==> src/rtl/spring_distance_constraint_macros.svh <==
// assertion helpers for the spring distance constraint block
`ifndef SPRING_DISTANCE_CONSTRAINT_MACROS_SVH
`define SPRING_DISTANCE_CONSTRAINT_MACROS_SVH

`ifndef ASSERT_OFF
`define SDC_ASSERT_IMP(lbl, clk, rst_n, ante, cons) \
    lbl: assert property (@(posedge clk) disable iff (!rst_n) (ante) |-> (cons)) \
        else $error("sdc check failed");
`define SDC_ASSERT_NEXT(lbl, clk, rst_n, ante, cons) \
    lbl: assert property (@(posedge clk) disable iff (!rst_n) (ante) |=> (cons)) \
        else $error("sdc check failed");
`else
`define SDC_ASSERT_IMP(lbl, clk, rst_n, ante, cons)
`define SDC_ASSERT_NEXT(lbl, clk, rst_n, ante, cons)
`endif

`endif

==> src/rtl/sdc_pkg.sv <==
package sdc_pkg;

    localparam int unsigned COORD_W     = 32;
    localparam int unsigned REST_W      = 31;
    localparam int unsigned STIFF_W     = 17;
    localparam int unsigned MIN_W       = 16;
    localparam int unsigned LEN_W       = 33;
    localparam int unsigned RAD_W       = 66;
    localparam int unsigned REM_W       = 35;
    localparam int unsigned NUM_W       = 66;
    localparam int unsigned PROD_W      = 50;
    localparam int unsigned SUM_W       = 36;
    localparam int unsigned FRAC_W      = 16;
    // stiffness is Q1.16 and the correction is halved
    localparam int unsigned STIFF_SHIFT = 17;
    localparam int unsigned SQ_STEPS    = RAD_W / 2;
    localparam int unsigned DV_STEPS    = LEN_W;
    localparam logic [MIN_W-1:0] MIN_DIST_RESET = 16'd3;

    typedef struct packed {
        logic [COORD_W-1:0] first_x;
        logic [COORD_W-1:0] first_y;
        logic [COORD_W-1:0] second_x;
        logic [COORD_W-1:0] second_y;
        logic [REST_W-1:0]  rest_length;
        logic [STIFF_W-1:0] stiffness;
    } spring_t;

    typedef struct packed {
        logic [COORD_W-1:0] new_first_x;
        logic [COORD_W-1:0] new_first_y;
        logic [COORD_W-1:0] new_second_x;
        logic [COORD_W-1:0] new_second_y;
    } result_t;

    typedef logic [MIN_W-1:0] min_dist_t;

    typedef struct packed {
        logic [RAD_W-1:0] rad;
        logic [REM_W-1:0] rem;
        logic [LEN_W-1:0] root;
    } sqs_t;

    typedef struct packed {
        logic [LEN_W-1:0] rem;
        logic [LEN_W-1:0] num_lo;
        logic [LEN_W-1:0] quot;
    } dvs_t;

    function automatic logic [COORD_W-1:0] sat32(input logic [SUM_W-1:0] v);
        logic [COORD_W-1:0] r;
        if (v[SUM_W-1:COORD_W-1] == '0 || v[SUM_W-1:COORD_W-1] == '1)
            r = v[COORD_W-1:0];
        else if (v[SUM_W-1])
            r = {1'b1, {(COORD_W-1){1'b0}}};
        else
            r = {1'b0, {(COORD_W-1){1'b1}}};
        return r;
    endfunction

endpackage

==> src/rtl/sdc_div_cell.sv <==
module sdc_div_cell (
    input  logic                      clk,
    input  logic                      en,
    input  sdc_pkg::dvs_t             cur,
    input  logic [sdc_pkg::LEN_W-1:0] divisor,
    output sdc_pkg::dvs_t             nxt
);
    import sdc_pkg::*;

    logic [LEN_W:0] rem_sh;
    logic [LEN_W:0] dvs_ext;
    logic           fits;
    dvs_t           step;

    // one quotient bit per cell, restoring
    always_comb
    begin
        rem_sh      = {cur.rem, cur.num_lo[LEN_W-1]};
        dvs_ext     = {1'b0, divisor};
        fits        = rem_sh >= dvs_ext;
        step.num_lo = {cur.num_lo[LEN_W-2:0], 1'b0};
        step.quot   = {cur.quot[LEN_W-2:0], fits};
        step.rem    = fits ? LEN_W'(rem_sh - dvs_ext) : LEN_W'(rem_sh);
    end

    always_ff @(posedge clk)
    begin
        if (en)
        begin
            nxt <= step;
        end
    end
endmodule

==> config.mk <==
export PLATFORM = sky130hd
export DESIGN_NAME = sdc_div_cell
export DESIGN_NICKNAME = d
export VERILOG_FILES = /design/src/rtl/spring_distance_constraint_macros.svh /design/src/rtl/sdc_pkg.sv /design/src/rtl/sdc_div_cell.sv
export SDC_FILE = /design/constraint.sdc
export NUM_CORES = 1
export LEC_CHECK = 0
export BUFFER_PORTS_ARGS = -buffer_cell sky130_fd_sc_hd__buf_2
export CAP_MARGIN = 20
export CORE_ASPECT_RATIO = 2
export CORE_MARGIN = 2
export CORE_UTILIZATION = 54
export CTS_BUF_LIST = sky130_fd_sc_hd__clkbuf_8
export DETAILED_ROUTE_END_ITERATION = 6
export GPL_TIMING_DRIVEN = 1
export PLACE_DENSITY = 0.95
export SYNTH_ARGS = -nofsm -noshare
export SYNTH_HDL_FRONTEND = slang
export SYNTH_SLANG_ARGS = --single-unit
==> constraint.sdc <==
create_clock -name clk -period 5.6 [get_ports clk]
set_input_delay 0.28 -clock clk [delete_from_list [all_inputs] [get_ports clk]]
set_output_delay 0.28 -clock clk [all_outputs]
set_load 0.02 [all_outputs]
### Yosys cells after proc, flatten, opt, wreduce, memory -nomap -nowiden

Cells that the tools add are included.

* add/subtract/negate cells: 1
* multiply operators: 0
* divide/modulo/power cells: 0
* $lt $le $gt $ge: 1
* eq/ne operators: 0
* shift-type cells: 0
* mux-type cells: 1
* bitwise logic cells: 0
* reductions and logical operators: 0

Operators by type and width (count)
* 34-bit by 33-bit >= comparator with 1-bit output: 1
* 33-bit two-way mux: 1
* 33-bit subtractor: 1

* bits in registers: 98
* latch bits: 0
* RAM bits: 0
* bits in read-only memories: 0
* input port bits: 134
* output and inout bits: 99
* logic and storage cells: 6
* memories kept: 0

### Longest topological paths before layout

* depth in word-level cells: 2
* depth in mapped cells: 14
* mapped depth without buffers: 12

### Worst setup path before layout

OpenSTA, ideal clock, no wires.

* kind: input-to-reg
* from: input port cur[65] (netlist name)
* to: register nxt[67] (netlist name), data pin
* library setup time: 0.260 ns
* data arrival time: 2.466 ns
* required time: 5.340 ns
* slack: 2.873 ns
* stages on the path: 12
* path buffers: 1
* cells stage by stage: inv_1 > ha_1 > inv_1 > fa_1 > a21o_1 > a221oi_2 > o21ai_2 > a21boi_2 > o31ai_2 > a21oi_4 > buf_12 > mux2_4

RTL lines
* from (decl): RTL line sdc_div_cell.sv:4 `input sdc_pkg::dvs_t cur,`
* to (signal assigned): RTL line sdc_div_cell.sv:30 `nxt <= step;`
* to (decl): RTL line sdc_div_cell.sv:6 `output sdc_pkg::dvs_t nxt`

==> metrics.cfg <==
[outcome]
status=complete, no violations

[cells_and_area]
reg_top3=nxt (98)
regMostFlops=nxt
final_common_cell=buf_2
final_net_count=859
postLayoutCellArea_mm2=0.006867
layout_common_cells=buf_2, edfxtp_1, inv_1, nand2_1, ha_1
fin_util_pct=68.53
area_delta_synth_final_pct=25.27
largest_reg_flops=98
drive_above_1_share_pct=42.10

[grt]
grt_pass1_wl_um=23250
grt_usage_pct=28.80
grt_max_degree=69
grt_remaining_overflow=0
grt_pass1_vias=4668
antenna_found_initial=4

[floorplan]
dieArea_mm2=0.01102
io_pins=233
rows=52
initial_core_util_pct=54.71
die_height_um=146.5
core_mm2=0.01002
dieWidth_um=75.24

[clock_network]
cts_hold_buf=0
cts.path.max_buffers=2
cts_resized=0
cts_tree=done
cts_setup_buffers=0
path_clk_slew_ns=0.11
clockRootBuffer=clkbuf_8
h-tree-depth=3
cts_inserted_buffers=9
clock-sinks=98

[drt]
vias=4702
vias_per_cell=5.631
drc=0
wl_per_cell_um=19.25
initialDrtViolationCount=319
wl_met1_um=4952
routed_wl_um=16070
antenna_left=0
first_pass_iters=5
met2_length_um=8728
met3_length_um=1313
routed.top_layer=met4

[synth]
synth_flop_cell=edfxtp_1
netlist_top_cells_area=edfxtp_1, ha_1, o21ai_2, inv_1, a21oi_1
synth_edf_count=98
syn-num-nets=634
async_flop_share_pct=0
seq_area_frac_synth_pct=53.69
synth_top_area_share_pct=53.69
syn_inst=466
yosys_warnings=0
synth_area_mm2=0.005482
yosysUniqueCellTypes=61
synth_largest_area_cell=edfxtp_1
synth_seq_cells=98
syn_area_per_cell_um2=11.76

[place]
gp_congestion=0.8887
hpwl_um=12830
io_buffers=230
placed_area_mm2=0.006679

[timing]
min_period_over_period_pct=57.20
layout_min_cycle_time_ns=3.203
hold_viol=0
rsz0062_at_grt=false
fin_tns_setup_ns=0
relSlewSlack_pct=42.14
slew_viol_final=0
worst_pin_slew_ns=0.8679
fmax_ghz=0.3122
setup_viol=0

[setup_path]
critPathKind=in2reg
cp_max_fo=46
worst_setup_path_end_kind=flip-flop
worstPathRequired_ns=5.71
arrival_ns=3.31
start_kind=input port

[run]
drv_cap=0

[power_and_ir_drop]
p_leak_nw=3.100
power-per-cell-area_mw_per_mm2=278.9
ir_worst_vdd_v=0.0001324

[hold_path]
hold_path.class=in2reg

## through the flow
stage	setup slack [ns]	total power, mW	hold slack (ns)	instances
4_1_cts	2.408	1.922	0.06210	831
3_3_place_gp	2.094	1.474	0.4568	815
5_1_grt	2.226	1.997	0.05829	835
2_1_floorplan	2.873	1.303	0.3789	466
3_5_place_dp	2.015	1.499	0.4592	815
6_report	2.397	1.915	0.07800	835
## worst max-delay path: stages
cell,delay [ns]
buf_2,0.10
inv_1,0.05
ha_1,0.15
inv_1,0.05
fa_1,0.40
a21o_1,0.22
a221oi_2,0.44
o21ai_2,0.15
a21boi_2,0.25
o31ai_2,0.16
a21oi_4,0.55
buf_12,0.33
o31ai_1,0.13
## cells in the mapped netlist, types with 2 or more instances
master,n
nand2_1,42
nor2b_1,3
o21bai_1,6
o211ai_1,3
buf_2,6
nand2b_1,4
buf_6,5
a31oi_1,3
edfxtp_1,98
buf_4,2
and3_1,7
o31ai_2,2
o21ai_2,20
xor2_1,13
ha_1,33
a21o_1,12
or3_1,2
a211o_1,2
a211oi_1,2
nor2_1,14
o21ai_1,13
nand2_2,10
nand3_1,6
xnor2_1,15
a21oi_1,32
nor3_1,4
o21ai_0,14
o21a_1,4
buf_12,2
nor4_1,3
and3_2,2
clkbuf_1,3
o31ai_1,4
nand4_1,5
inv_1,44
## final timing paths
kind,from,to,slack (ns),cells past startpoint
worst max-delay path,cur[65],nxt[75],2.40,13
worst min-delay path,cur[39],nxt[40],0.08,1
## cells by family (layout without fill, tap and decap cells)
logic type               after synthesis  count (layout)  synth area share [%]
AO/OA/AOI/OAI                        136             136                 18.28
AND/OR/NAND/NOR                      105             105                 9.450
flip-flops                            98              98                 53.69
buffers and inverters                 63             293                 5.866
adder cells (fa/ha/maj)               34              34                 7.898
XOR/XNOR                              28              28                 4.474
other                                  1               5               0.06841
multiplexers                           1               1                0.2738
## cell type report
type                            count  area [µm²]
Clock buffer                        9       123.9
Fill cell                         786        3153
Tap cell                          135       168.9
Antenna cell                        4       10.01
Clock inverter                      7       53.80
Inverter                           45       168.9
Timing Repair Buffer              232        1181
Multi-Input combinational cell    305        2217
Sequential cell                    98        2943
## per-layer routing
metal	global-route usage [%]	vias to the layer above
met5	0	-
met1	26.20	2192
met2	51.93	288
met3	6.901	68
li1	-	2154
met4	20.35	0
## power by group
part / internal, mW / switching (mW) / total (mW) / leakage, nW
Clock: 0.165 / 0.261 / 0.427 / 0.0828
Combinational: 0.208 / 0.357 / 0.565 / 2.06
Sequential: 0.902 / 0.0212 / 0.923 / 0.958
No activity file was read; power rests on OpenSTA's default activity.
