## src/rtl/spring_distance_constraint_macros.svh

```systemverilog
// assertion helpers for the spring distance constraint block
`ifndef SPRING_DISTANCE_CONSTRAINT_MACROS_SVH
`define SPRING_DISTANCE_CONSTRAINT_MACROS_SVH

`ifndef ASSERT_OFF
`define SDC_ASSERT_IMP(lbl, clk, rst_n, ante, cons) \
    lbl: assert property (@(posedge clk) disable iff (!rst_n) (ante) |-> (cons)) \
        else $error("sdc check failed");
`define SDC_ASSERT_NEXT(lbl, clk, rst_n, ante, cons) \
    lbl: assert property (@(posedge clk) disable iff (!rst_n) (ante) |=> (cons)) \
        else $error("sdc check failed");
`else
`define SDC_ASSERT_IMP(lbl, clk, rst_n, ante, cons)
`define SDC_ASSERT_NEXT(lbl, clk, rst_n, ante, cons)
`endif

`endif

```

## src/rtl/sdc_pkg.sv

```systemverilog
package sdc_pkg;

    localparam int unsigned COORD_W     = 32;
    localparam int unsigned REST_W      = 31;
    localparam int unsigned STIFF_W     = 17;
    localparam int unsigned MIN_W       = 16;
    localparam int unsigned LEN_W       = 33;
    localparam int unsigned RAD_W       = 66;
    localparam int unsigned REM_W       = 35;
    localparam int unsigned NUM_W       = 66;
    localparam int unsigned PROD_W      = 50;
    localparam int unsigned SUM_W       = 36;
    localparam int unsigned FRAC_W      = 16;
    // stiffness is Q1.16 and the correction is halved
    localparam int unsigned STIFF_SHIFT = 17;
    localparam int unsigned SQ_STEPS    = RAD_W / 2;
    localparam int unsigned DV_STEPS    = LEN_W;
    localparam logic [MIN_W-1:0] MIN_DIST_RESET = 16'd3;

    typedef struct packed {
        logic [COORD_W-1:0] first_x;
        logic [COORD_W-1:0] first_y;
        logic [COORD_W-1:0] second_x;
        logic [COORD_W-1:0] second_y;
        logic [REST_W-1:0]  rest_length;
        logic [STIFF_W-1:0] stiffness;
    } spring_t;

    typedef struct packed {
        logic [COORD_W-1:0] new_first_x;
        logic [COORD_W-1:0] new_first_y;
        logic [COORD_W-1:0] new_second_x;
        logic [COORD_W-1:0] new_second_y;
    } result_t;

    typedef logic [MIN_W-1:0] min_dist_t;

    typedef struct packed {
        logic [RAD_W-1:0] rad;
        logic [REM_W-1:0] rem;
        logic [LEN_W-1:0] root;
    } sqs_t;

    typedef struct packed {
        logic [LEN_W-1:0] rem;
        logic [LEN_W-1:0] num_lo;
        logic [LEN_W-1:0] quot;
    } dvs_t;

    function automatic logic [COORD_W-1:0] sat32(input logic [SUM_W-1:0] v);
        logic [COORD_W-1:0] r;
        if (v[SUM_W-1:COORD_W-1] == '0 || v[SUM_W-1:COORD_W-1] == '1)
            r = v[COORD_W-1:0];
        else if (v[SUM_W-1])
            r = {1'b1, {(COORD_W-1){1'b0}}};
        else
            r = {1'b0, {(COORD_W-1){1'b1}}};
        return r;
    endfunction

endpackage

```

## src/rtl/sdc_sqrt_cell.sv

```systemverilog
module sdc_sqrt_cell (
    input  logic          clk,
    input  logic          en,
    input  sdc_pkg::sqs_t cur,
    output sdc_pkg::sqs_t nxt
);
    import sdc_pkg::*;

    logic [REM_W+1:0] rem_sh;
    logic [REM_W+1:0] trial;
    logic             fits;
    sqs_t             step;

    // one root bit per cell, two radicand bits brought down
    always_comb
    begin
        rem_sh    = {cur.rem, cur.rad[RAD_W-1 -: 2]};
        trial     = (REM_W+2)'({cur.root, 2'b01});
        fits      = rem_sh >= trial;
        step.rad  = {cur.rad[RAD_W-3:0], 2'b00};
        step.root = {cur.root[LEN_W-2:0], fits};
        step.rem  = fits ? REM_W'(rem_sh - trial) : REM_W'(rem_sh);
    end

    always_ff @(posedge clk)
    begin
        if (en)
        begin
            nxt <= step;
        end
    end
endmodule

```

## config.mk

```make
export PLATFORM = sky130hd
export DESIGN_NAME = sdc_sqrt_cell
export DESIGN_NICKNAME = d
export VERILOG_FILES = /design/src/rtl/spring_distance_constraint_macros.svh /design/src/rtl/sdc_pkg.sv /design/src/rtl/sdc_sqrt_cell.sv
export SDC_FILE = /design/constraint.sdc
export NUM_CORES = 1
export LEC_CHECK = 0
export BUFFER_PORTS_ARGS = -buffer_cell sky130_fd_sc_hd__buf_2
export CORE_ASPECT_RATIO = 1.75
export CORE_MARGIN = 5
export CORE_UTILIZATION = 30
export DETAILED_ROUTE_END_ITERATION = 10
export PLACE_DENSITY = 0.56
export SLEW_MARGIN = 15
export SYNTH_ARGS = -nofsm -noshare
export SYNTH_HDL_FRONTEND = slang
export SYNTH_SLANG_ARGS = --single-unit
```

## constraint.sdc

```tcl
create_clock -name clk -period 3.1 [get_ports clk]
set_clock_uncertainty 0.05 [all_clocks]
set_input_delay 0.465 -clock clk [delete_from_list [all_inputs] [get_ports clk]]
set_output_delay 0.465 -clock clk [all_outputs]
set_load 0.005 [all_outputs]
```

# Yosys cells after proc, flatten, opt, wreduce, memory -nomap -nowiden
# Cells that the tools add are included.
[word_totals] ff_bits=132 latch_bits=0 mem_bits_rw=0 mem_bits_ro=0 output_inout_bits=134 elab_cells=6 mem_count=0
[op_classes] addsub=1 multipliers=0 div=0 n_lt_le_gt_ge=1 eq_ne=0 n_shift=0 n_mux=1 n_bitwise=0 reduce_logical=0
[op_table] operator="$ge 37x35->1" n=1
[op_table] operator="$mux 35" n=1
[op_table] operator="$sub 35x35->35" n=1

# Logic depth before layout (Yosys ltp)
[depth] ltp_word=2 mapped_depth=13 ltp_nobuf=10

# Worst setup path before layout
# Ideal clock, no wire load.
[synth_path] path_type="input-to-reg" from="input cur[4] (netlist bit)" to="register nxt[39] (netlist bit) (data pin)" setup_time_ns=0.260 arrival_time_ns=2.791 setup_slack_ns=-0.001 cell_stages=12 cell_sequence="inv_1 > ha_1 > o21a_1 > o211ai_2 > a311oi_1 > nor4_2 > a2111oi_2 > o21a_2 > o211a_1 > buf_6 > buf_12 > mux2_4"
[synth_lines] element="start, declared" line_no="sdc_sqrt_cell.sv:4" text="input sdc_pkg::sqs_t cur,"
[synth_lines] element="end signal, assigned" line_no="sdc_sqrt_cell.sv:29" text="nxt <= step;"
[synth_lines] element="end, declared" line_no="sdc_sqrt_cell.sv:5" text="output sdc_pkg::sqs_t nxt"

==> tab_implementation.tex <==
\begin{tabular}{lr}
\hline
Metric & Value \\
\hline
\multicolumn{2}{l}{\textbf{Outcome}} \\
Outcome & finished clean \\
\multicolumn{2}{l}{\textbf{Global route}} \\
Antenna violations before repair & 0 \\
All-layer global routing usage & 14.5\% \\
Via count of the first global-routing pass & between 5000 and 6000 \\
Largest net degree at the start of global routing & 61 \\
Total congestion overflow & 0 \\
Wire length of the first global-routing pass & 27300 um \\
\multicolumn{2}{l}{\textbf{Finish}} \\
FF/Latch Area & a little under 4000 um\^{}2 \\
Largest registers & nxt (132) \\
Share of cells above drive strength 1 & approximately half \\
Post-synthesis to final-layout area growth & 43.1\% \\
Biggest register & nxt \\
Number of flip-flops under the largest register name & around 130 \\
Final net count & 1011 \\
Multi-input logic area & 2390 um\^{}2 \\
Count of placed standard cells in the final layout, fillers left out & 1146 \\
Diode count & 0 \\
Final Util & between 40\% and 50\% \\
Filler cells & 2175 \\
\multicolumn{2}{l}{\textbf{Setup path}} \\
CP Data Required Time & 3.23 ns \\
CP Buf/Inv Count & 3 \\
Critical path arrival & 2.99 ns \\
Endpoint kind of the worst setup timing path & flip-flop \\
Ordered cell list for the critical path & buf\_2 -> inv\_1 -> ha\_1 -> o21a\_1 -> o211ai\_2 -> a311oi\_2 -> nor4\_2 -> a2111oi\_2 -> o21a\_2 -> o211a\_2 -> buf\_12 -> mux2\_2 \\
Critical path type & input port to flip-flop \\
Worst path max stage delay & 0.41 ns \\
Crit start category & input port \\
Critical path peak fanout & 16 \\
Family with the most delay on the worst path & compound AO/OA/AOI/OAI gates \\
Critical Path Slowest Stage Cell & sky130\_fd\_sc\_hd\_\_a2111oi\_2 \\
\multicolumn{2}{l}{\textbf{Floorplanning}} \\
Horizontal extent of the die & 122 um \\
Starting Density & $\sim$30\% \\
Die extent in y & between 200 and 250 um \\
Number of top-level pins & 270 \\
Row Count & 72 \\
Die outline area & 25300 um\^{}2 \\
Placeable core region & approximately 22000 um\^{}2 \\
\multicolumn{2}{l}{\textbf{Pwr}} \\
Total leakage power & 4.43 nW \\
Max IR drop VDD & 0.000275 V \\
Pwr per Cell Area & 573 nW/um\^{}2 \\
\multicolumn{2}{l}{\textbf{Synthesis}} \\
Register bit total from synthesis & $\sim$130 \\
Most instantiated flip-flop cell in the synthesis netlist & sky130\_fd\_sc\_hd\_\_edfxtp\_1 \\
Cell count after synthesis & 488 \\
Post-synthesis sequential area ratio & 59.8\% \\
Number of distinct library cell variants in the gate-level netlist after synthesis & 57 \\
Syn. warnings & 0 \\
Number of synthesized flops with an enable pin & 132 \\
Cell area after synthesis & around 6600 um\^{}2 \\
Share of synthesized flip-flops with an asynchronous set or reset & 0\% \\
Avg Cell Area, Syn & 13.6 um\^{}2 \\
\multicolumn{2}{l}{\textbf{STA}} \\
Tcrit/Tclk final & 92.2\% \\
Worst Hold Slack & 0.158 ns \\
Setup TNS & 0 ns \\
RSZ-0062 raised after global routing & false \\
Hold Fails Final Rpt & 0 \\
Final Setup Violations & 0 \\
Slew at the pin closest to its max-slew limit & 0.603 ns \\
Final critical-path required period & 2.86 ns \\
Top achievable clock speed & 0.350 GHz \\
Slew margin rel. & 59.8\% \\
Fin. max-slew vios & 0 \\
\multicolumn{2}{l}{\textbf{CTS}} \\
TritonCTS clock tree & yes \\
Setup fix buffers added after clock tree synthesis & 0 \\
Number of buffers inserted during clock tree synthesis & 17 \\
Level count of the clock H-tree & 4 \\
Clk buf depth & 2 \\
Root buf cell & sky130\_fd\_sc\_hd\_\_clkbuf\_16 \\
Number of sinks driven by the clock tree & 132 \\
Number of hold buffers added after CTS & 0 \\
Clock transition at the registers of the reported paths & 0.06 ns \\
Post-cts sizing count & 0 \\
\multicolumn{2}{l}{\textbf{Placement}} \\
Port Buf Inserts & 267 \\
Final RePlAce weighted congestion & 0.814 \\
Total instance count after detailed placement & 1117 \\
HPWL Detailed & about 15000 um \\
\multicolumn{2}{l}{\textbf{Detailed routing}} \\
Routed WL per cell & 16.2 um \\
Via count normalized by instance count & roughly 4.5 \\
Total DRC errors in the routed layout & 0 \\
Iteration-0 DRC count of the detailed router & 232 \\
First-pass DRT Iterations & 4 \\
Detailed-route via count & 5146 \\
Routed WL & between 15000 and 20000 um \\
Number of antenna-violating nets in the routed design & 0 \\
\multicolumn{2}{l}{\textbf{Hold path}} \\
Hold Crit Class & input port to flip-flop \\
\multicolumn{2}{l}{\textbf{Run}} \\
Max-cap violation count & 0 \\
\hline
\end{tabular}
area by class of cell:
| type | instances | share of cell area [%] |
|---|---|---|
| Timing Repair Buffer | 350 | 21.3 |
| Tap cell | 296 | 3.91 |
| Clock buffer | 17 | 4.49 |
| Sequential cell | 132 | 41.8 |
| Inverter | 41 | 1.62 |
| Multi-Input combinational cell | 298 | 25.2 |
| Clock inverter | 12 | 1.73 |
placed cells by master (no fill, tap or decap), drive strengths merged, types with 2 or more instances in the layout:
cell	instances
buf	350
edfxtp	132
inv	42
ha	35
mux2	31
a21oi	30
a21o	26
nand2	25
nor2	22
xnor2	19
clkbuf	17
xor2	14
o21ai	13
nand3	9
nand4	8
clkinv	7
nor2b	4
o221ai	4
and3	4
bufinv	4
o21a	4
a31o	4
o21bai	3
mux2i	3
o211ai	3
nor4	3
o31a	2
or3	2
a2111oi	2
or4	2
or2	2
nand2b	2
a211oi	2
nor3	2
a31oi	2
conb	2
a311oi	2
metrics by stage:
step                area [um^2]  worst slack [ns]  total power, W
CTS                        9480             0.225         0.00552
global route               9480             0.103         0.00570
floorplan                  6640            0.0250         0.00286
global placement           8890            -0.224         0.00343
detailed placement         8890            -0.256         0.00344
finish                     9480             0.242         0.00543
worst paths after layout:
path | endpoint | cells after the start | slack [ns] | start
worst min-delay path | nxt[129] | 1 | 0.16 | cur[127]
worst max-delay path | nxt[67] | 12 | 0.24 | cur[4]
cells by family after synthesis:
| kind of cell | count (synthesis) | share of synthesized area (%) |
|---|---|---|
| DFF | 132 | 59.8 |
| AOI/OAI and AO/OA | 107 | 11.3 |
| and+or+nand+nor | 87 | 6.40 |
| buffers and inverters | 59 | 4.32 |
| adders and majority gates | 35 | 6.61 |
| muxes | 34 | 7.14 |
| xor gates and xnor gates | 33 | 4.36 |
| other | 1 | 0.0566 |
report_power, final:
group          switching [W]  internal (W)  total, W
Combinational       0.000536      0.000614   0.00115
Sequential         0.0000407       0.00219   0.00224
Clock               0.000727       0.00132   0.00205
routing by layer:
layer / global-route usage (%) / vias to the layer above / wire, um
met5: 0 / - / 0
met4: 7.57 / 0 / 603
met3: 3.11 / 34 / 950
met2: 28.6 / 172 / 10700
met1: 13.6 / 2411 / 6340
li1: - / 2529 / -
Yosys cell counts (all sizes together), types with 2 or more instances:
cell type	n	area (um^2)
a2111oi	2	30.0
a211oi	2	15.0
a21o	26	195
a21oi	30	150
a311oi	2	17.5
a31o	4	35.0
a31oi	2	12.5
and3	4	25.0
buf	8	95.1
clkbuf	10	37.5
edfxtp	132	3960
ha	35	438
inv	41	154
mux2	31	443
mux2i	3	30.0
nand2	25	93.8
nand2b	2	12.5
nand3	9	45.0
nand4	8	50.1
nor2	22	82.6
nor2b	4	25.0
nor3	2	10.0
nor4	3	25.0
o211ai	3	32.5
o21a	4	31.3
o21ai	13	65.1
o21bai	3	22.5
o221ai	4	35.0
o31a	2	17.5
or2	2	12.5
or3	2	12.5
or4	2	15.0
xnor2	19	166
xor2	14	123
Note: power is estimated with default switching activity, not from simulation.
